<file path="src/design/scfg_pkg.sv">
// Shared types and constants for the session cookie frame gate.
// Used by scfg_csr, scfg_step and the top level; depends on nothing.
package scfg_pkg;

   // Frame layout.
   localparam int HDR_BYTES        = 6;
   localparam int MIN_FRAME        = HDR_BYTES + 8;
   localparam int MAX_COOKIE_BYTES = 32;
   localparam int MAX_FRAME        = MIN_FRAME + MAX_COOKIE_BYTES;
   localparam logic [31:0] DEFAULT_TIMEOUT = 32'd10000;

   // Configuration register indexes.
   localparam logic [2:0] CSR_COOKIE0  = 3'd0;
   localparam logic [2:0] CSR_COOKIE1  = 3'd1;
   localparam logic [2:0] CSR_COOKIE2  = 3'd2;
   localparam logic [2:0] CSR_COOKIE3  = 3'd3;
   localparam logic [2:0] CSR_SECLEN   = 3'd4;
   localparam logic [2:0] CSR_CODE     = 3'd5;
   localparam logic [2:0] CSR_METHOD   = 3'd6;
   localparam logic [2:0] CSR_TIMEOUT  = 3'd7;

   typedef enum logic [1:0] {
      REQ_START = 2'd0,
      REQ_BYTE  = 2'd1,
      REQ_CLOSE = 2'd2,
      REQ_TICK  = 2'd3
   } req_kind_type;

   typedef enum logic [3:0] {
      VERDICT_NONE        = 4'd0,
      VERDICT_ACCEPTED    = 4'd1,
      VERDICT_NOT_COOKIE  = 4'd2,
      VERDICT_MALFORMED   = 4'd3,
      VERDICT_WRONG       = 4'd4,
      VERDICT_CLOSED      = 4'd5,
      VERDICT_TIMEOUT     = 4'd6,
      VERDICT_REPLACED    = 4'd7,
      VERDICT_REFUSED     = 4'd8
   } verdict_type;

   typedef struct packed {
      logic [255:0] secret;
      logic [5:0]   secret_length;
      logic [15:0]  expected_code;
      logic [31:0]  expected_method;
      logic [31:0]  timeout_ticks;
   } gate_cfg_type;

   typedef struct packed {
      logic        active;
      logic [5:0]  count;
      logic [47:0] header;
      logic [31:0] method;
      logic [31:0] cookie_len;
      logic        mismatch;
      logic [31:0] deadline;
   } gate_state_type;

   typedef struct packed {
      verdict_type verdict;
      logic        active;
      logic        speaking;
      logic [5:0]  bytes_taken;
   } gate_result_type;

endpackage

</file>
<file path="src/design/scfg_csr.sv">
// Configuration registers of the session cookie frame gate.
// Depends on scfg_pkg for the register indexes and the configuration struct.
module scfg_csr import scfg_pkg::*; (
   input  logic         clock,
   input  logic         reset,
   input  logic         csr_write_enable,
   input  logic [2:0]   csr_index,
   input  logic [63:0]  csr_wdata,
   output gate_cfg_type cfg
);

   gate_cfg_type cfg_ff;
   gate_cfg_type cfg_in;

   always_comb begin
      cfg_in = cfg_ff;
      if (csr_write_enable) begin
         case (csr_index)
            CSR_COOKIE0: cfg_in.secret[63:0]    = csr_wdata;
            CSR_COOKIE1: cfg_in.secret[127:64]  = csr_wdata;
            CSR_COOKIE2: cfg_in.secret[191:128] = csr_wdata;
            CSR_COOKIE3: cfg_in.secret[255:192] = csr_wdata;
            CSR_SECLEN:  cfg_in.secret_length   = csr_wdata[5:0];
            CSR_CODE:    cfg_in.expected_code   = csr_wdata[15:0];
            CSR_METHOD:  cfg_in.expected_method = csr_wdata[31:0];
            CSR_TIMEOUT: cfg_in.timeout_ticks   = csr_wdata[31:0];
            default:     cfg_in = cfg_ff;
         endcase
      end
   end

   always_ff @(posedge clock) begin
      if (reset) begin
         cfg_ff.secret          <= '0;
         cfg_ff.secret_length   <= '0;
         cfg_ff.expected_code   <= '0;
         cfg_ff.expected_method <= '0;
         cfg_ff.timeout_ticks   <= DEFAULT_TIMEOUT;
      end else begin
         cfg_ff <= cfg_in;
      end
   end

   assign cfg = cfg_ff;

endmodule

</file>
<file path="src/design/scfg_step.sv">
// Combinational step of the gate: next candidate state and result for one transfer.
// Depends on scfg_pkg for the state, configuration and result types.
module scfg_step import scfg_pkg::*; (
   input  gate_cfg_type    cfg,
   input  gate_state_type  cur,
   input  logic [1:0]      req_type,
   input  logic [7:0]      data_byte,
   output gate_state_type  nxt,
   output gate_result_type res
);

   gate_state_type wiped;
   verdict_type    verdict;
   logic [5:0]     pos;
   logic [5:0]     cnt_n;
   logic [5:0]     eff_len;
   logic [5:0]     idx;
   logic [7:0]     sec_byte;
   logic [31:0]    hdr_len;
   logic [31:0]    frame_len;
   logic           diff;

   // The effective secret length is zero when the register is zero or out of range.
   assign eff_len = (cfg.secret_length > 6'(MAX_COOKIE_BYTES)) ? 6'd0 : cfg.secret_length;
   assign pos     = cur.count;
   assign cnt_n   = cur.count + 6'd1;
   assign idx     = pos - 6'(MIN_FRAME);
   assign sec_byte = cfg.secret[{idx[4:0], 3'b000} +: 8];
   assign frame_len = cur.header[47:16];

   always_comb begin
      wiped     = '0;
      nxt       = cur;
      verdict   = VERDICT_NONE;
      hdr_len   = '0;
      diff      = 1'b0;
      case (req_kind_type'(req_type))
         REQ_START: begin
            if (!cur.active || cur.count == 6'd0) begin
               nxt          = wiped;
               nxt.active   = 1'b1;
               nxt.deadline = cfg.timeout_ticks;
               verdict      = cur.active ? VERDICT_REPLACED : VERDICT_NONE;
            end else begin
               verdict = VERDICT_REFUSED;
            end
         end
         REQ_BYTE: begin
            if (cur.active) begin
               nxt.count = cnt_n;
               if (pos < 6'(HDR_BYTES)) begin
                  for (int k = 0; k < HDR_BYTES; k++) begin
                     if (pos == 6'(k)) begin
                        nxt.header[8*k +: 8] = data_byte;
                     end
                  end
                  hdr_len = nxt.header[47:16];
                  if (cnt_n == 6'(HDR_BYTES) &&
                      (nxt.header[15:0] != cfg.expected_code ||
                       hdr_len < 32'(MIN_FRAME) || hdr_len > 32'(MAX_FRAME))) begin
                     verdict = VERDICT_NOT_COOKIE;
                  end
               end else begin
                  if (pos < 6'(HDR_BYTES + 4)) begin
                     for (int k = 0; k < 4; k++) begin
                        if (pos == 6'(HDR_BYTES + k)) begin
                           nxt.method[8*k +: 8] = data_byte;
                        end
                     end
                  end else if (pos < 6'(MIN_FRAME)) begin
                     for (int k = 0; k < 4; k++) begin
                        if (pos == 6'(HDR_BYTES + 4 + k)) begin
                           nxt.cookie_len[8*k +: 8] = data_byte;
                        end
                     end
                  end else if (idx < eff_len && data_byte != sec_byte) begin
                     nxt.mismatch = 1'b1;
                  end
                  // The whole frame is in: check method, length, then the cookie.
                  if ({26'd0, cnt_n} >= frame_len) begin
                     if (nxt.method != cfg.expected_method ||
                         ({1'b0, nxt.cookie_len} + 33'(MIN_FRAME)) != {1'b0, frame_len}) begin
                        verdict = VERDICT_MALFORMED;
                     end else begin
                        diff = nxt.mismatch || (nxt.cookie_len != {26'd0, eff_len}) ||
                               (eff_len == 6'd0);
                        verdict = diff ? VERDICT_WRONG : VERDICT_ACCEPTED;
                     end
                  end
               end
               if (verdict != VERDICT_NONE) begin
                  nxt = wiped;
               end
            end
         end
         REQ_CLOSE: begin
            if (cur.active) begin
               nxt     = wiped;
               verdict = VERDICT_CLOSED;
            end
         end
         default: begin
            if (cur.active) begin
               if (cur.deadline == 32'd0) begin
                  nxt     = wiped;
                  verdict = VERDICT_TIMEOUT;
               end else begin
                  nxt.deadline = cur.deadline - 32'd1;
               end
            end
         end
      endcase
   end

   always_comb begin
      res.verdict     = verdict;
      res.active      = nxt.active;
      res.speaking    = nxt.active && (nxt.count != 6'd0);
      res.bytes_taken = nxt.active ? nxt.count : 6'd0;
   end

endmodule

</file>
<file path="src/design/session_cookie_frame_gate_unit.sv">
// Top level of the session cookie frame gate: handshake pipeline and candidate state.
// Depends on scfg_pkg, scfg_csr and scfg_step.

// Every transfer on the request channel (start, data byte, peer close or
// tick) produces exactly one result transfer. The block takes one request per
// clock cycle: a request lands in an input register, then the candidate step
// is evaluated against the stored candidate state and the result is written
// into the output register, so throughput is one transfer per cycle while
// rsp_ready stays high. The single candidate state register, updated once per
// step, sets that rate. A stalled result holds the pipeline only when both
// registers are full. Configuration writes take effect at the next edge and
// must be made while the block is idle. There is no clearing pass after
// reset; the block is ready right away.
module session_cookie_frame_gate_unit import scfg_pkg::*; (
   input  logic        clock,
   input  logic        reset,
   // Request channel.
   input  logic        req_valid,
   output logic        req_ready,
   input  logic [1:0]  req_type,
   input  logic [7:0]  req_data_byte,
   // Result channel.
   output logic        rsp_valid,
   input  logic        rsp_ready,
   output logic [3:0]  rsp_verdict,
   output logic        rsp_candidate_active,
   output logic        rsp_candidate_speaking,
   output logic [5:0]  rsp_bytes_taken,
   // Configuration write port.
   input  logic        csr_write_enable,
   input  logic [2:0]  csr_index,
   input  logic [63:0] csr_wdata
);

   gate_cfg_type    cfg;
   gate_state_type  state_ff;
   gate_state_type  state_in;
   gate_result_type step_res;
   gate_result_type res_ff;

   logic       in_vld_ff;
   logic       in_vld_in;
   logic [1:0] in_type_ff;
   logic [7:0] in_byte_ff;
   logic       out_vld_ff;
   logic       out_vld_in;
   logic       advance;
   logic       req_take;

   scfg_csr u_csr (
      .clock            (clock),
      .reset            (reset),
      .csr_write_enable (csr_write_enable),
      .csr_index        (csr_index),
      .csr_wdata        (csr_wdata),
      .cfg              (cfg)
   );

   scfg_step u_step (
      .cfg       (cfg),
      .cur       (state_ff),
      .req_type  (in_type_ff),
      .data_byte (in_byte_ff),
      .nxt       (state_in),
      .res       (step_res)
   );

   // A stored request moves on when the result register is empty or being drained.
   assign advance   = in_vld_ff && (!out_vld_ff || rsp_ready);
   assign req_ready = !in_vld_ff || advance;
   assign req_take  = req_valid && req_ready;

   always_comb begin
      in_vld_in = in_vld_ff;
      if (req_take) begin
         in_vld_in = 1'b1;
      end else if (advance) begin
         in_vld_in = 1'b0;
      end
   end

   always_comb begin
      out_vld_in = out_vld_ff;
      if (advance) begin
         out_vld_in = 1'b1;
      end else if (rsp_ready) begin
         out_vld_in = 1'b0;
      end
   end

   always_ff @(posedge clock) begin
      if (reset) begin
         in_vld_ff  <= 1'b0;
         out_vld_ff <= 1'b0;
         state_ff   <= '0;
      end else begin
         in_vld_ff  <= in_vld_in;
         out_vld_ff <= out_vld_in;
         if (advance) begin
            state_ff <= state_in;
         end
      end
   end

   // Payload registers need no reset.
   always_ff @(posedge clock) begin
      if (req_take) begin
         in_type_ff <= req_type;
         in_byte_ff <= req_data_byte;
      end
      if (advance) begin
         res_ff <= step_res;
      end
   end

   assign rsp_valid              = out_vld_ff;
   assign rsp_verdict            = res_ff.verdict;
   assign rsp_candidate_active   = res_ff.active;
   assign rsp_candidate_speaking = res_ff.speaking;
   assign rsp_bytes_taken        = res_ff.bytes_taken;

   // An idle gate holds no partial frame.
   a_idle_empty: assert property (@(posedge clock) disable iff (reset)
      !state_ff.active |-> (state_ff.count == 6'd0))
      else $error("idle gate holds a byte count");

   // A candidate never takes more bytes than the longest frame.
   a_count_bound: assert property (@(posedge clock) disable iff (reset)
      state_ff.count <= 6'(MAX_FRAME))
      else $error("byte count beyond the longest frame");

   // A speaking result always belongs to an active candidate.
   a_speaking: assert property (@(posedge clock) disable iff (reset)
      rsp_valid && rsp_candidate_speaking |-> rsp_candidate_active)
      else $error("speaking without an active candidate");

   // An accepted request is held in the input register on the next cycle.
   a_capture: assert property (@(posedge clock) disable iff (reset)
      req_take |=> in_vld_ff)
      else $error("accepted request was lost");

endmodule

</file>
<file path="config.mk">
export PLATFORM = sky130hd
export DESIGN_NAME = session_cookie_frame_gate_unit
export DESIGN_NICKNAME = d
export VERILOG_FILES = /design/src/design/scfg_pkg.sv /design/src/design/scfg_csr.sv /design/src/design/scfg_step.sv /design/src/design/session_cookie_frame_gate_unit.sv
export SDC_FILE = /design/constraint.sdc
export NUM_CORES = 1
export LEC_CHECK = 0
export CAP_MARGIN = 5
export CORE_UTILIZATION = 37
export DETAILED_ROUTE_END_ITERATION = 10
export DONT_BUFFER_PORTS = 1
export HOLD_SLACK_MARGIN = 0.08
export PLACE_DENSITY = 0.6
export SLEW_MARGIN = 10
export SYNTH_ARGS = -nofsm -noshare
export SYNTH_HDL_FRONTEND = slang
export SYNTH_HIERARCHICAL = 1
export SYNTH_SLANG_ARGS = --single-unit
</file>
<file path="constraint.sdc">
create_clock -name clock -period 6.5 [get_ports clock]
set_input_delay 0.65 -clock clock [delete_from_list [all_inputs] [get_ports clock]]
set_output_delay 0.65 -clock clock [all_outputs]
set_load 0.02 [all_outputs]
</file>
==> key figures, run 1 <==
Status
  – Outcome: finished with violations
  – Violated checks: slew limit

Global routing
  – Vias in the first global route: 24262
  – GR Overflow Total: 0
  – Largest net degree at the start of global routing: 718
  – First-pass GRT wire length: 154000 um
  – Total track usage: 0.227
  – Initial antenna violation count: 5

Cells and area
  – Multi-input logic area: 19700 sq um
  – Area Overhead vs Synth: 8.34%
  – FF/Latch Area: 10600 sq um
  – Antenna fix cells: 0
  – Non-Filler Instances: 4459
  – Share of cells above drive strength 1: 0.0878
  – Net count, final: 3370
  – Fillers: 8494

Setup path
  – Critical Path RT: 6.90 ns
  – FF-to-FF End: rsp_verdict[1]$_DFFE_PP_
  – CP startpoint kind: flip-flop
  – Crit end category: flip-flop
  – Crit path max fanout: 20
  – CP Class: flip-flop to flip-flop
  – Setup crit end: rsp_verdict[1]$_DFFE_PP_
  – Worst R2R Path Depth: 15
  – Reg2Reg Setup Slack: 1.20 ns
  – Worst Setup SP: state_ff[150]$_SDFFE_PP0P_
  – Worst Path Arrival: 5.70 ns
  – Reg-to-Reg Start: state_ff[150]$_SDFFE_PP0P_

Floorplanning
  – IO Pins: 96
  – Initial Util: 0.374
  – # rows: 107
  – Chip width: 296 um
  – Die H: roughly 300 um
  – CORE AREA: 85300 sq um
  – Die area: 87400 sq um

Yosys
  – Mapped Nets: 3517
  – Most common cell in the synthesized netlist: nand2b_1
  – Seq/Total Area, Yosys: 0.332
  – Area share of the largest cell type after synthesis: 0.311
  – Post-synthesis async set-or-reset flop share: 0
  – Synth Cell Area: 31900 sq um
  – Commonest cells post-synth: 726 x nand2b_1, 536 x mux2i_1, 496 x dfxtp_1
  – Syn_area_per_cell: 9.35 sq um
  – Ys flop type: dfxtp_1
  – Mapped Cells: 3414
  – Post-synth top area cell: dfxtp_1
  – Warnings from Yosys: 6
  – Ranking of synthesized cells by area: dfxtp_1 31%, mux2i_1 17%, nand2b_1 14%
  – Yosys reg bits: just over 500
  – Synth unique cells: 108
  – Number of flops mapped to enable cells by yosys: 22

Routing
  – DR DRC count: 0
  – Pre-Repair DR Iteration Count: 8
  – DR iter-0 viols: 2559
  – Via count: 25427
  – Drt wl/cell: 22.7 um
  – Via density: 5.70
  – DRT antenna net count: 0
  – Post-Route WL: between 100000 and 150000 um

Power
  – Total power: 0.00744 W
  – Cell area power density: approximately 220 nW/um^2
  – Max VDD drop: 0.210 mV
  – Leak pwr: 13.1 nW

Placed design
  – Place WS: 1.39 ns
  – Gpl congestion: 0.937
  – Port Buf Inserts: 0
  – Dpl cells: 4339
  – HPWL Detailed: approximately 67000 um

Clock network
  – CTS tree: built
  – H-tree levels: 2
  – Clk_lat worst skew: 0.66 ns
  – Post-CTS sizing: 0
  – Clock root buffer: clkbuf_16
  – TritonCTS Sinks: 518
  – CTS clk-pin slew, worst paths: 0.07 ns
  – Max clock buf depth: 3
  – CTS Buf Count: 60

Worst hold path
  – Min-delay worst type: input port to flip-flop

Timing
  – Final setup fails: 0
  – Final Cycle Share: 0.816
  – Max_slew headroom: -0.371
  – Worst clock skew: 0.0434 ns
  – Slew @ Worst Pin: 2.06 ns
  – Number of hold violations in the final report: 0
  – Final Slew Violations: approximately 430
  – Max Clk Rate: 189 MHz
  – RSZ-0062 raised after global routing: no
  – Min cycle time layout: ~5.3 ns
  – Post-route setup slack: ~1.2 ns
  – Sum of negative setup slack: 0 ns

Flow run
  – Max_cap viols: 0
placed cells by master, fill, tap and decap left out, types with 57 or more instances in the layout:
cell type  synthesis  layout
nand2_1          102     102
clkbuf_16          0      61
nand3_1           58      58
nor2_1           109     109
o21ai_0           90      90
dfxtp_1          496     493
inv_1             57      57
nor3_1            60      60
xnor2_1           71      71
buf_4             21      63
mux2i_1          536     536
mux4_2            69      69
nand2b_1         726     726
a21oi_1          103     103
a22o_1            70      70
timing repair:
action                                  4_1_cts  5_1_grt
endpoints found under the hold margin        10        0
hold buffers                                 10        0
endpoints found under the setup margin        0        0
buffers inserted                              0        0
worst min path at each step:
stage	from	end	slack, ns	depth (start not counted)
CTS	csr_wdata[13]	u_csr/cfg[13]$_SDFFE_PP1P_	0.13	2
finish	csr_wdata[13]	u_csr/cfg[13]$_SDFFE_PP1P_	0.16	2
detailed placement	u_csr/cfg[182]$_SDFFE_PP0P_	u_csr/cfg[182]$_SDFFE_PP0P_	0.46	2
global route	csr_wdata[13]	u_csr/cfg[13]$_SDFFE_PP1P_	0.14	2
global placement	u_csr/cfg[183]$_SDFFE_PP0P_	u_csr/cfg[183]$_SDFFE_PP0P_	0.45	2
floorplan	state_ff[18]$_SDFFE_PP0P_	state_ff[18]$_SDFFE_PP0P_	0.45	2
report_power, final:
part	switching, W	internal (W)	leakage, nW
logic	0.000393	0.000264	7.92
clock network	0.00145	0.00202	0.987
registers	0.0000561	0.00326	4.22
area by class of cell:
class                      instances  area share
clock buffer                      95      0.0519
clock inverter                    15     0.00637
inverter                          63     0.00684
multi-input combinational       2550       0.570
sequential                       518       0.307
tap                             1144      0.0414
timing repair buffer              74      0.0172
metrics by stage:
| stage | cell area [sq um] | hold slack, ns | utilization |
|---|---|---|---|
| final | 34600 | 0.159 | 0.405 |
| after global routing | 34600 | 0.141 | 0.405 |
| after CTS | 34600 | 0.126 | 0.405 |
| after detailed placement | 32500 | 0.460 | 0.381 |
| after global placement | 32500 | 0.454 | 0.381 |
| after floorplan | 31900 | 0.445 | - |
state kept, by name, summed over array words and instances (netlist names):
| signal | cells |
|---|---|
| rsp_bytes_taken | 6 |
| rsp_verdict | 4 |
| rsp_valid | 1 |
| state_ff | 152 |
| in_vld_ff | 1 |
| u_csr/cfg | 342 |
| rsp_candidate_speaking | 1 |
| in_byte_ff | 8 |
| rsp_candidate_active | 1 |
| in_type_ff | 2 |
cell families after synthesis:
logic type | share of synthesized area
DFF | 0.332
muxes | 0.222
xor gates and xnor gates | 0.0288
and+or+nand+nor | 0.236
adders and majority gates | 0.00824
buffers and inverters | 0.0522
AOI/OAI and AO/OA | 0.121
worst max-delay path: stages, from the launching register on:
cell       delay (ns)
dfxtp_1          0.47
buf_4            0.26
nor4b_2          0.38
nand3_2          0.50
a21oi_1          0.40
ha_1             0.24
nor2b_1          0.23
nor2_1           0.11
mux2i_2          0.47
nor3_1           0.18
xnor2_1          0.17
a2111oi_0        0.70
nand4b_1         0.27
o31ai_1          0.35
a21oi_1          0.13
o21a_1           0.19
metal layers:
layer,track usage,share of wire,vias up
met4,0.0760,0.032,10
met3,0.0420,0.068,214
li1,-,-,11927
met2,0.354,0.45,893
met1,0.314,0.45,12383
met5,0,0.00068,-
Note: power is estimated with default switching activity, not from simulation.
==> run 2: changes to the inputs <==
--- a/config.mk
+++ b/config.mk
@@ -5,6 +5,7 @@
 export SDC_FILE = /design/constraint.sdc
 export NUM_CORES = 1
 export LEC_CHECK = 0
+export ABC_AREA = 1
 export CAP_MARGIN = 5
 export CORE_UTILIZATION = 37
 export DETAILED_ROUTE_END_ITERATION = 10
==> constraint.sdc (replaced) <==
create_clock -name clock -period 5.4 [get_ports clock]
set_input_delay 0.54 -clock clock [delete_from_list [all_inputs] [get_ports clock]]
set_output_delay 0.54 -clock clock [all_outputs]
set_load 0.02 [all_outputs]
==> key figures, run 2 <==
Status
  – Outcome: finished clean

Timing
  – Max Clk Rate: 204 MHz (+8.0%)
  – Number of hold violations in the final report: 0 (unchanged)
  – Min cycle time layout: 4.91 ns (-0.395 ns)
  – Slew @ Worst Pin: 1.22 ns (-0.835 ns)
  – Final setup fails: 0 (unchanged)
  – Final Slew Violations: 0 (-100%)
  – RSZ-0062 raised after global routing: no
  – Worst clock skew: 0.0803 ns (+0.0369 ns)
  – Sum of negative setup slack: 0 ns (unchanged)
  – Max_slew headroom: 0.182 (+0.553)
  – Hold Slack: 0.114 ns (-0.0459 ns)
  – Final Cycle Share: 0.909 (+0.0930)

Power
  – Cell area power density: 293 nW/um^2 (+36%)
  – Leak pwr: 15.7 nW (+19%)
  – Max VDD drop: 0.259 mV (+23%)
  – Total power: 0.0109 W (+47%)

Setup path
  – Critical path's slowest cell: dfxtp_2
  – CP max stage delay: 0.49 ns (-0.21 ns)
  – Worst Path Arrival: 5.43 ns (-0.27 ns)
  – CP Class: flip-flop to flip-flop
  – Critical Path RT: 5.92 ns (-0.98 ns)
  – Most numerous cell on the critical path: nand2_1
  – Cell family with most CP delay: simple AND/OR/NAND/NOR gates
  – Crit end category: flip-flop
  – Crit path max fanout: 15 (-25%)
  – Buf+Inv Stages, Crit Path: 3 (+2)
  – CP startpoint kind: flip-flop

Clock network
  – H-tree levels: 2 (unchanged)
  – CTS tree: built
  – CTS clk-pin slew, worst paths: 0.06 ns (about the same)
  – Clk_lat worst skew: 0.71 ns (+0.05 ns)
  – CTS Buf Count: 60 (unchanged)
  – Clock root buffer: clkbuf_16
  – TritonCTS Sinks: 518 (unchanged)
  – Post-CTS setup buffers: 0 (unchanged)
  – Max clock buf depth: 3 (unchanged)

Floorplanning
  – Die area: 94900 sq um (+8.6%)
  – IO Pins: 96 (unchanged)
  – CORE AREA: 92200 sq um (+8.1%)
  – Chip width: 308 um (+4.2%)
  – Die H: 308 um (+4.2%)
  – Initial Util: 0.376 (+0.00173)
  – # rows: 111 (+3.7%)

Yosys
  – Post-synth top area cell: dfxtp_1
  – Most common cell in the synthesized netlist: nand2_1
  – Commonest cells post-synth: 1263 x nand2_1, 1156 x nor2_1, 645 x nand3_1
  – Syn_area_per_cell: 5.95 sq um (-36%)
  – Area share of the largest cell type after synthesis: 0.286 (-0.0247)
  – Number of flops mapped to enable cells by yosys: 22 (unchanged)
  – Ys flop type: dfxtp_1
  – Post-synthesis async set-or-reset flop share: 0 (unchanged)
  – Yosys reg bits: 518 (unchanged)
  – Seq/Total Area, Yosys: 0.306 (-0.0264)
  – Warnings from Yosys: 6 (unchanged)
  – Mapped Nets: 5926 (+68%)
  – Synth Cell Area: 34700 sq um (+8.6%)
  – Synth unique cells: 57 (-47%)
  – Mapped Cells: 5823 (+71%)
  – Ranking of synthesized cells by area: dfxtp_1 29%, nand2_1 14%, nor2_1 13%

Cells and area
  – Commonest non-fill, non-tap cell in the layout: nand2_1
  – Fillers: 10159 (+20%)
  – Share of cells above drive strength 1: 0.0518 (-0.0359)
  – Net count, final: 5667 (+68%)
  – Most frequent cells in the layout: 1261 x nand2_1, 1150 x nor2_1, 645 x nand3_1
  – Largest register FFs: 342 (unchanged)
  – Area Overhead vs Synth: 7.62%

Global routing
  – GR Overflow Total: 0 (unchanged)
  – Total track usage: 0.271 (+0.0441)
  – Initial antenna violation count: 6 (+1)
  – First-pass GRT wire length: 203000 um (+32%)
  – Largest net degree at the start of global routing: 207 (-71%)
  – Vias in the first global route: 33358 (+37%)

Worst hold path
  – Min-delay worst type: input port to flip-flop

Routing
  – DR iter-0 viols: 3746 (+46%)
  – Post-Route WL: 132000 um (+31%)
  – Via density: 5.47 (-4.1%)
  – DR DRC count: 0 (unchanged)
  – Drt wl/cell: 19.3 um (-15%)
  – Pre-Repair DR Iteration Count: 6 (-2)
  – Via count: 37502 (+47%)
  – DRT antenna net count: 0 (unchanged)

Placed design
  – Gpl congestion: 0.949 (+1.3%)
  – HPWL Detailed: 84000 um (+26%)
  – Port Buf Inserts: 0 (unchanged)

Flow run
  – Max_cap viols: 0 (unchanged)
run 2: changes by cell type in the layout (fill, tap and decap cells not counted), moves of 420 or more:
cell,previous run,this run
mux2i_1,536,2
nor2_1,109,1150
nand2b_1,726,0
inv_1,57,477
nand3_1,58,645
nand2_1,102,1261
run 2: worst min-delay path, cell delays in order:
cell     delay [ns]
inv_1          0.05
nand3_1        0.08
nand2_1        0.05
nor2_1         0.07
run 2: through the flow:
stage                     setup WS [ns]  cell area, sq um  cells  utilization
after global routing             0.0620             37300   6858        0.404
final                             0.493             37300   6859        0.404
after global placement            0.417             35000   6728        0.380
after floorplan                    1.33             34700   5823            -
after detailed placement          0.459             35000   6728        0.380
after CTS                         0.413             37300   6856        0.404
run 2: path summary, 6_finish.rpt:
path	to	cells past startpoint	start	slack [ns]
setup / recovery	state_ff[10]$_SDFFE_PP0P_	29	state_ff[146]$_SDFFE_PP0P_	0.49
hold / removal	u_csr/cfg[336]$_SDFFE_PP0P_	4	csr_wdata[58]	0.11
setup reg to reg	state_ff[10]$_SDFFE_PP0P_	29	state_ff[146]$_SDFFE_PP0P_	0.49
hold reg to reg	u_csr/cfg[4]$_SDFFE_PP1P_	2	u_csr/cfg[4]$_SDFFE_PP1P_	0.47
run 2: kinds of logic (layout without fill, tap and decap cells):
family / after synthesis / count (layout) / synth area share
and+or+nand+nor: 3199 / 3199 / 0.384
AOI/OAI and AO/OA: 1091 / 1091 / 0.175
buffers and inverters: 934 / 724 / 0.113
DFF: 518 / 518 / 0.306
xor gates and xnor gates: 58 / 58 / 0.0151
adders and majority gates: 21 / 21 / 0.00758
muxes: 2 / 2 / 0.000578
other: 0 / 3 / 0
run 2: final cells by class:
class,instances,area (sq um),share of cell area
Timing Repair Buffer,99,861,0.0231
Clock buffer,90,1790,0.0479
Antenna cell,3,7.51,0.000201
Multi-Input combinational cell,4371,20200,0.542
Tap cell,1243,1560,0.0417
Inverter,514,1960,0.0524
Sequential cell,518,10600,0.284
Clock inverter,21,307,0.00822
run 2: report_power, final:
part	leakage [nW]	total [W]	internal [W]	switching (W)
Sequential	4.27	0.00423	0.00403	0.000201
Combinational	10.4	0.00235	0.000723	0.00162
Clock	1.02	0.00434	0.00252	0.00182
Total	15.7	0.0109	0.00728	0.00364
run 2: per-layer routing:
| layer | global-route usage | up-vias | routed length (um) |
|---|---|---|---|
| li1 | - | 18410 | - |
| met1 | 0.354 | 17425 | 56600 |
| met2 | 0.449 | 1402 | 61000 |
| met3 | 0.0353 | 263 | 9390 |
| met4 | 0.112 | 2 | 5280 |
| met5 | 0 | - | 13 |
run 2: repair_timing:
item	CTS	global route
setup endpoints to repair	0	21
hold endpoints to repair	17	0
gates resized for setup	0	3
hold buffers	17	0
